**src/hdl/rrtt_pkg.sv**
```systemverilog
// ============================================================================
// rrtt_pkg
// Shared widths, codes and types of the round-robin task table.
// ============================================================================
package rrtt_pkg;

    localparam int SLOT_COUNT      = 128;
    localparam int PRIORITY_LEVELS = 8;

    localparam int SLOT_W = $clog2(SLOT_COUNT);
    localparam int CNT_W  = $clog2(SLOT_COUNT + 1);
    localparam int PRIO_W = (PRIORITY_LEVELS > 1) ? $clog2(PRIORITY_LEVELS) : 1;

    localparam int OPC_W  = 3;
    localparam int TSLT_W = 7;
    localparam int CTX_W  = 64;
    localparam int LVL_W  = 3;
    localparam int STAT_W = 2;
    localparam int CMP_W  = 10;

    typedef enum logic [1:0] {
        ST_EMPTY   = 2'd0,
        ST_READY   = 2'd1,
        ST_BLOCKED = 2'd2,
        ST_KILLED  = 2'd3
    } t_slot_state;

    typedef enum logic [OPC_W-1:0] {
        OP_CREATE   = 3'd0,
        OP_SCHEDULE = 3'd1,
        OP_KILL     = 3'd2,
        OP_BLOCK    = 3'd3,
        OP_SET_PRIO = 3'd4
    } t_opcode;

    typedef enum logic [STAT_W-1:0] {
        RS_OK       = 2'd0,
        RS_BAD_SLOT = 2'd1,
        RS_BAD_PRIO = 2'd2
    } t_result;

    typedef struct packed {
        logic                st_we;
        logic                pr_we;
        logic [SLOT_W-1:0]   addr;
        t_slot_state         st;
        logic [PRIO_W-1:0]   pr;
    } t_slot_wr;

    function automatic logic [SLOT_W-1:0] next_slot(input logic [SLOT_W-1:0] s);
        logic [SLOT_W-1:0] r;
        if (s == SLOT_W'(SLOT_COUNT - 1)) begin
            r = '0;
        end else begin
            r = s + 1'b1;
        end
        return r;
    endfunction

endpackage

```
**src/hdl/rrtt_slot_mem.sv**
```systemverilog
// ============================================================================
// rrtt_slot_mem
// Slot status memory with per-entry valid bits (empty after reset) and the
// slot priority store. Registered status read.
// ============================================================================
module rrtt_slot_mem (
    input  logic                           i_clk,
    input  logic                           i_rst_n,
    input  logic [rrtt_pkg::SLOT_W-1:0]    i_rd_addr,
    output rrtt_pkg::t_slot_state          o_rd_status,
    input  rrtt_pkg::t_slot_wr             i_wr
);

    rrtt_pkg::t_slot_state           r_status [rrtt_pkg::SLOT_COUNT];
    logic [rrtt_pkg::PRIO_W-1:0]     r_prio   [rrtt_pkg::SLOT_COUNT];
    logic [rrtt_pkg::SLOT_COUNT-1:0] r_vld;
    rrtt_pkg::t_slot_state           r_rd_status;

    always_ff @(posedge i_clk) begin
        if (!i_rst_n) begin
            r_vld <= '0;
        end else if (i_wr.st_we) begin
            r_vld[i_wr.addr] <= 1'b1;
        end
    end

    always_ff @(posedge i_clk) begin
        if (i_wr.st_we) begin
            r_status[i_wr.addr] <= i_wr.st;
        end
        if (i_wr.pr_we) begin
            r_prio[i_wr.addr] <= i_wr.pr;
        end
        r_rd_status <= r_vld[i_rd_addr] ? r_status[i_rd_addr] : rrtt_pkg::ST_EMPTY;
    end

    assign o_rd_status = r_rd_status;

endmodule

```
**config.mk**
```make
export PLATFORM = sky130hd
export DESIGN_NAME = rrtt_slot_mem
export DESIGN_NICKNAME = d
export VERILOG_FILES = /design/src/hdl/rrtt_pkg.sv /design/src/hdl/rrtt_slot_mem.sv
export SDC_FILE = /design/constraint.sdc
export NUM_CORES = 1
export LEC_CHECK = 0
export BUFFER_PORTS_ARGS = -buffer_cell sky130_fd_sc_hd__clkbuf_2
export CORE_MARGIN = 3
export CORE_UTILIZATION = 60
export CTS_CLUSTER_SIZE = 14
export DETAILED_ROUTE_END_ITERATION = 10
export GPL_TIMING_DRIVEN = 0
export PLACE_DENSITY = 0.77
export SYNTH_ARGS = -nofsm -noshare
export SYNTH_HDL_FRONTEND = slang
export SYNTH_SLANG_ARGS = --single-unit
```
**constraint.sdc**
```tcl
create_clock -name i_clk -period 2.9 [get_ports i_clk]
set_clock_uncertainty 0.05 [all_clocks]
set_input_delay 0.145 -clock i_clk [delete_from_list [all_inputs] [get_ports i_clk]]
set_output_delay 0.145 -clock i_clk [all_outputs]
set_load 0.01 [all_outputs]
```
# Word level (Yosys, flattened, before mapping)
# Memory sizes are Yosys's and may differ from the RTL's. A register that Yosys moved wholly into a read port is not among the register bits.
# Cells that the tools add are included.
# Widths: inputs -> output; s select.
[classes]
reduce_logical = 2
n_mux = 6
n_bitwise = 1
magnitude_cmp = 3
[op_table]
columns = ["cell", "n"]
rows = [
  ["$or 128x128->128", 1],
  ["$lt 7x8->1 const B", 2],
  ["$bmux 1 s7", 1],
  ["$demux 1 s7", 1],
  ["$ge 7x1->1 const B", 1],
  ["$mux 1", 4],
  ["$logic_and 1x1->1", 1],
  ["$logic_not 1->1", 1],
]
[totals]
out_inout_bits = 2
ramBits = 256
reg_bits = 128
mem_count = 1
[memory_table]
columns = ["name", "depth", "width", "rd", "rd_clocked_by_memory_dff", "wr", "line_no", "source"]
rows = [
  ["r_status", 128, 2, 1, 1, 1, "rrtt_slot_mem.sv:14", "rrtt_pkg::t_slot_state r_status [rrtt_pkg::SLOT_COUNT];"],
]

# Logic depth before layout (Yosys ltp)
# Gate-level depths: netlist of the first run.
[depth]
ltp_word = 5
ltp_mapped = 12

# Worst setup path after synthesis of the first run
# No wires, ideal clock.
[synth_timing]
kind = "in2reg"
start = "input port i_rd_addr[0] (netlist name)"
end = "register r_rd_status[0], in the netlist o_rd_status[0], read port of r_status"
t_arrival_ns = 1.870
path_slack_ns = 0.845
setup_ns = 0.135
path_buffers = 3
cell_stages = 8
t_required_ns = 2.715
cell_sequence = "buf_6 buf_12 buf_6 mux4_2 mux4_2 a22o_1 nor3_2 a311oi_1"
[synth_via]
elab_chain_len = 3
[synth_lines]
columns = ["item", "line_no", "source"]
rows = [
  ["from (decl)", "rrtt_slot_mem.sv:9", "input logic [rrtt_pkg::SLOT_W-1:0] i_rd_addr,"],
  ["$bmux 1 s7", "rrtt_slot_mem.sv:34", "r_rd_status <= r_vld[i_rd_addr] ? r_status[i_rd_addr] : rrtt_pkg::ST_EMPTY;"],
  ["$mux 1 (implied by the code)", "rrtt_slot_mem.sv:34", ""],
  ["$logic_not 1->1 (no line)", "n/a", ""],
  ["to (decl)", "rrtt_slot_mem.sv:17", "rrtt_pkg::t_slot_state r_rd_status;"],
]
# Several ways; a longest one is shown, not always the timed one. The select of a mux whose other input is x is not followed.
# A chain may end at the register's enable or synchronous reset.

# Worst setup path after layout of the first run
[layout_timing]
start = "input port i_rd_addr[1] (netlist name)"
end = "register r_rd_status[1], in the netlist o_rd_status[1], read port of r_status"
# Same word-level chain as after synthesis.

==> results.cfg, run 1 <==
[timing]
max_slew_margin = 0.2564
final_max_slew_viol_count = 0
rsz0062_at_grt = no
period_share = 0.8048
setup_viol = 0
fmax_mhz = 428.5
report.final.hold_viol_count = 0
fin_crit_ns = 2.334
tns_ns = 0
worst_slew_pin_slew_ns = 1.115

[global_routing]
antenna_found_initial = 0
overflow = 0
grt_max_degree = 78
first_global_vias = 9269
globalRouteTotalUtil = 0.2780
grt_first_pass_wirelength_mm = 57.55

[synthesis]
synth_cells = 960
synth_edf_count = 256
ys.flop_type = edfxtp_1
syn_area_per_cell_um2 = 16.09
synth_cell_types = 50
synthArstFlopShare = 0
yosysSeqAreaShare = 0.6660
yosysWarningCount = 0
synthTopCellsByCount = edfxtp_1 (256), nor2_1 (140), dfxtp_1 (130)
synth_top_area_cell = edfxtp_1
synth_nets = 983
netlist.area_leader.share = 0.4976
syn-cell-area_um2 = 15450
ys_seq_elements = 386
synthTopCellsByArea = edfxtp_1 (50%), dfxtp_1 (17%), mux4_2 (13%), o21a_1 (6.2%), nor2_1 (3.4%)
yosysMostFrequentCell = edfxtp_1

[clock_tree]
cts_root_buf = clkbuf_16
cts.reportedPaths.clkPinSlew_ns = 0.06
cts_max_path_buffers = 3
cts_buffers = 40
post_cts.repair.setup_buffers = 0
clock_sinks = 386
cts_max_level = 2
ctsResizeCount = 0
cts_tree = yes
clk_latency_ns = 0.53

[route]
vias = 9198
antenna_left = 0
drtIter0Drc = 1201
vias_per_cell = 6.665
dr.pass1.iters = 5
post_drt_wl_per_cell_um = 27.70
drcViolationCount = 0
wl_mm = 38.22

[worst_setup_path]
crit_required_ns = 3.22
worst-path-buf-inv = 4
critPathMaxStageDelay_ns = 0.39
crit_chain = clkbuf_2 -> buf_2 -> buf_2 -> buf_2 -> mux4_2 -> mux2i_1 -> nor2_1 -> a311oi_1 -> a311oi_1
path_delay_family = buffers and inverters
crit_top_cell = buf_2
crit_path_start_kind = input port
critPathSlowestCell = buf_2
crit_type = in2reg
crit_path_end_kind = flip-flop
arrival_ns = 2.65
critical_path.max_fanout = 10

[die]
rows = 58
coreArea_um2 = 25250
io_pins = 25
die_x_um = 166.5
die_height_um = 166.5
die_area_um2 = 27710
initial_core_util = 0.6118

[pwr]
design_power_total_mw = 11.48
p_per_area_nw_per_um2 = 664.4
p_leak_nw = 5.697
ir_drop_uv = 520.8

[finish]
fin_nets = 1043
layout-drive-gt1-share = 0.1905
num_antenna_cells = 0
syn_to_final_growth_pct = 11.82

[placed_design]
numPortBuffers = 15
routabilityCongestion = 0.9225
place.detailed.hpwl_mm = 25.52

[hold_path]
holdCritPathClass = in2reg

[outcome]
outcome = complete, no violations

[run]
cap_violations = 0
where the power goes:
group | leakage [nW] | total [mW] | internal, mW | switching (mW)
Combinational | 1.73 | 0.629 | 0.230 | 0.399
Sequential | 3.35 | 5.89 | 5.88 | 0.00789
Clock | 0.616 | 4.96 | 2.96 | 2.00
what timing repair did:
item	CTS	global route
hold buffers	1	0
endpoints found under the setup margin	0	0
endpoints found under the hold margin	1	0
final timing paths:
path                start        endpoint  slack (ns)  depth (start not counted)
min          i_rd_addr[5]  o_rd_status[1]        0.05                          3
max reg2reg     r_vld[38]  o_rd_status[1]        0.60                          7
min reg2reg     r_vld[69]       r_vld[69]        0.41                          1
max          i_rd_addr[1]  o_rd_status[1]        0.57                          9
stage by stage:
stage / area [µm²] / cells / utilization / worst slack (ns) / hold WS [ns]
after CTS: 17280 / 1380 / 0.6841 / 0.6113 / 0.02011
final: 17280 / 1380 / 0.6841 / 0.5660 / 0.04769
after global placement: 15940 / 1305 / 0.6311 / 0.1182 / 0.3882
after detailed placement: 16000 / 1307 / 0.6335 / 0.07322 / 0.3946
after global routing: 17280 / 1380 / 0.6841 / 0.4573 / 0.07146
after floorplan: 15450 / 960 / - / 0.8448 / 0.1939
placed cells by master (no fill, tap or decap), types with 3 or more instances in the layout:
master and n:
a211oi_1 4, a21oi_1 8, a221o_1 3, a22o_1 8
a22oi_1 8, a311oi_1 4, a31oi_1 3, buf_12 6
buf_2 11, buf_4 8, buf_6 3, clkbuf_1 50
clkbuf_16 42, clkbuf_2 13, clkbuf_4 3, clkbuf_8 4
clkinv_2 3, dfxtp_1 130, edfxtp_1 256, inv_1 3
mux2_2 4, mux2i_1 14, mux4_1 9, mux4_2 87
nand2_1 19, nand2b_1 5, nand3_1 11, nand3b_1 4
nand4b_1 4, nor2_1 140, nor2b_1 11, nor3_1 3
nor3_2 4, o21a_1 128, o22ai_1 3
tightest hold or removal path, cell delays in order:
cell      delay (ns)
buf_4           0.15
a221o_1         0.19
a311oi_1        0.08
logic make-up (layout without fill, tap and decap cells):
| family | after synthesis | in the layout | share of synthesized area |
|---|---|---|---|
| AOI/OAI and AO/OA | 183 | 183 | 0.09014 |
| buffers and inverters | 66 | 156 | 0.02834 |
| and+or+nand+nor | 210 | 210 | 0.06066 |
| muxes | 115 | 115 | 0.1548 |
| DFF | 386 | 386 | 0.6660 |
sequential cells by signal (all words and copies together) (netlist names):
register	count
r_status	256
o_rd_status	2
r_vld	128
routing by layer:
| metal | GRT usage | vias up | part of all wire |
|---|---|---|---|
| met5 | 0 | - | 0 |
| met4 | 0.1112 | 0 | 0.044 |
| met3 | 0.05008 | 126 | 0.087 |
| met2 | 0.4538 | 524 | 0.49 |
| met1 | 0.3783 | 4665 | 0.38 |
| li1 | - | 3883 | - |
area by class of cell:
type | count | area [µm²]
Sequential cell | 386 | 10290
Fill cell | 1655 | 7979
Multi-Input combinational cell | 508 | 4722
Clock buffer | 65 | 1177
Buffer | 62 | 422.9
Tap cell | 330 | 412.9
Timing Repair Buffer | 18 | 145.1
Clock inverter | 7 | 90.09
Inverter | 4 | 15.01
Power figures use the tool's default switching activity.
==> run 2, diff against run 1 <==
- CORE_UTILIZATION: 60 -> 56
- PLACE_DENSITY: 0.77 -> 0.75
- clock period: 2.9 -> 2.05 ns (I/O delays scaled with it)
==> run 2 against run 1 <==
Against the previous run:
- the run now ends with negative setup slack left
- hold slack improved by 0.0059 ns
- first-iteration DRC count is 8.4% lower
- worst setup slack got worse by 0.66 ns
- count of clock-buffer cells in the layout decreased by 16
- critical path type is now reg2reg
==> results.cfg, run 2 (synthesis gave the netlist of run 1 again) <==
[clock_tree]
clock_sinks = 386
cts_max_path_buffers = 3
cts_root_buf = clkbuf_16
cts_tree = yes
cts_max_level = 2
cts_buffers = 38
cts.reportedPaths.clkPinSlew_ns = 0.06
clk_latency_ns = 0.53

[route]
post_drt_wl_per_cell_um = 27.19
wl_mm = 37.73
vias = 9018
antenna_left = 0
drtIter0Drc = 1100
dr.pass1.iters = 5
vias_per_cell = 6.497
drcViolationCount = 0

[outcome]
outcome = complete, but fails checks
violations = negative setup slack

[placed_design]
place_ws_ns = -0.7694
numPortBuffers = 15
place_area_um2 = 16010
dpl.cell_count = 1318
place.detailed.hpwl_mm = 25.35
routabilityCongestion = 0.9022

[pwr]
ir_drop_uv = 595.7
design_power_total_mw = 15.88
p_leak_nw = 5.664
p_per_area_nw_per_um2 = 920.0

[worst_setup_path]
reg2reg_to = o_rd_status[1]
r2r_setup_slack_ns = -0.09
crit_type = reg2reg
crit_path_end_kind = flip-flop
critical_path.max_fanout = 2
reg2reg_depth = 7
r2r-start = r_vld[37]
crit_path_start_kind = flip-flop
crit_required_ns = 2.41
arrival_ns = 2.50

[timing]
rsz0062_at_grt = yes
fmax_mhz = 466.3
report.final.hold_viol_count = 0
hold_ws_ns = 0.05360
period_share = 1.046
worst_slew_pin_slew_ns = 1.098
fin_crit_ns = 2.144
final_max_slew_viol_count = 0
setup_viol = 2
max_slew_margin = 0.2679
finalWorstSetupSlack_ns = -0.09437

[global_routing]
first_global_vias = 9132
grt_max_degree = 93
globalRouteTotalUtil = 0.2601
grt_first_pass_wirelength_mm = 55.68
antenna_found_initial = 1
overflow = 0

[hold_path]
holdCritPathClass = in2reg
holdPathEnd = o_rd_status[0]
hold_start = i_rd_addr[5]
min_delay_path_depth = 3

[die]
io_pins = 25
rows = 60
die_x_um = 172.1
die_height_um = 172.1
die_area_um2 = 29620
coreArea_um2 = 27030
initial_core_util = 0.5717

[finish]
num_antenna_cells = 0
largest_register_ffs = 256
fillers = 1920
layout_common_cells = edfxtp_1 (256), nor2_1 (140), o21a_1 (128)
layout-drive-gt1-share = 0.2130
final_cell_area_um2 = 17260
syn_to_final_growth_pct = 11.73
layout_commonest_cell = edfxtp_1
regMostFlops = r_status
fin_cells = 1388
fin_nets = 1041

[run]
cap_violations = 0
run 2: cell type report:
cell class	count	area [µm²]	share of cell area
multi-input combinational	508	4760	0.2757
timing repair buffer	18	145.1	0.008408
buffer	62	430.4	0.02493
clock inverter	20	133.9	0.007756
tap	341	426.7	0.02472
clock buffer	49	1055	0.06110
inverter	4	15.01	0.0008698
sequential	386	10300	0.5965
run 2: how the worst max path moves through the flow:
stage                       from              to  slack [ns]  depth (start not counted)
finish                 r_vld[37]  o_rd_status[1]       -0.09                          7
global route           r_vld[17]  o_rd_status[0]       -0.16                          6
detailed placement  i_rd_addr[1]  o_rd_status[0]       -0.77                          9
CTS                    r_vld[37]  o_rd_status[1]       -0.06                          7
floorplan           i_rd_addr[0]  o_rd_status[0]        0.04                          8
global placement    i_rd_addr[1]  o_rd_status[0]       -0.72                          9
run 2: power breakdown:
part           internal (mW)  leakage [nW]  total [mW]  switching, mW
sequential              8.32          3.35        8.33         0.0109
clock                   3.78         0.592        6.65           2.87
combinational          0.332          1.72       0.904          0.571
run 2: layer usage:
metal	track usage	routed length (µm)
met1	0.3337	14150
met5	0	13
met3	0.06722	3650
met2	0.4214	18060
met4	0.1191	1863
run 2: repair_timing:
item                                   4_1_cts  5_1_grt
pin swaps                                    2        0
setup endpoints to repair                    2        2
setup buffers                                0        0
gates resized for setup                     15        5
gates cloned                                 0        0
endpoints found under the hold margin        8        0
hold buffers                                 1        0
run 2: critical path: stages (launching register included):
cell,delay (ns)
dfxtp_2,0.33
mux4_2,0.28
a211oi_2,0.08
or3_1,0.37
a21oi_2,0.17
o41ai_2,0.09
a221o_1,0.39
a311oi_2,0.27
run 2: per-stage QoR:
step             util  TNS (ns)
2_1_floorplan       -         0
3_3_place_gp   0.5902    -91.00
3_5_place_dp   0.5925    -19.49
4_1_cts        0.6383   -0.1059
5_1_grt        0.6387   -0.3182
6_report       0.6387   -0.1805
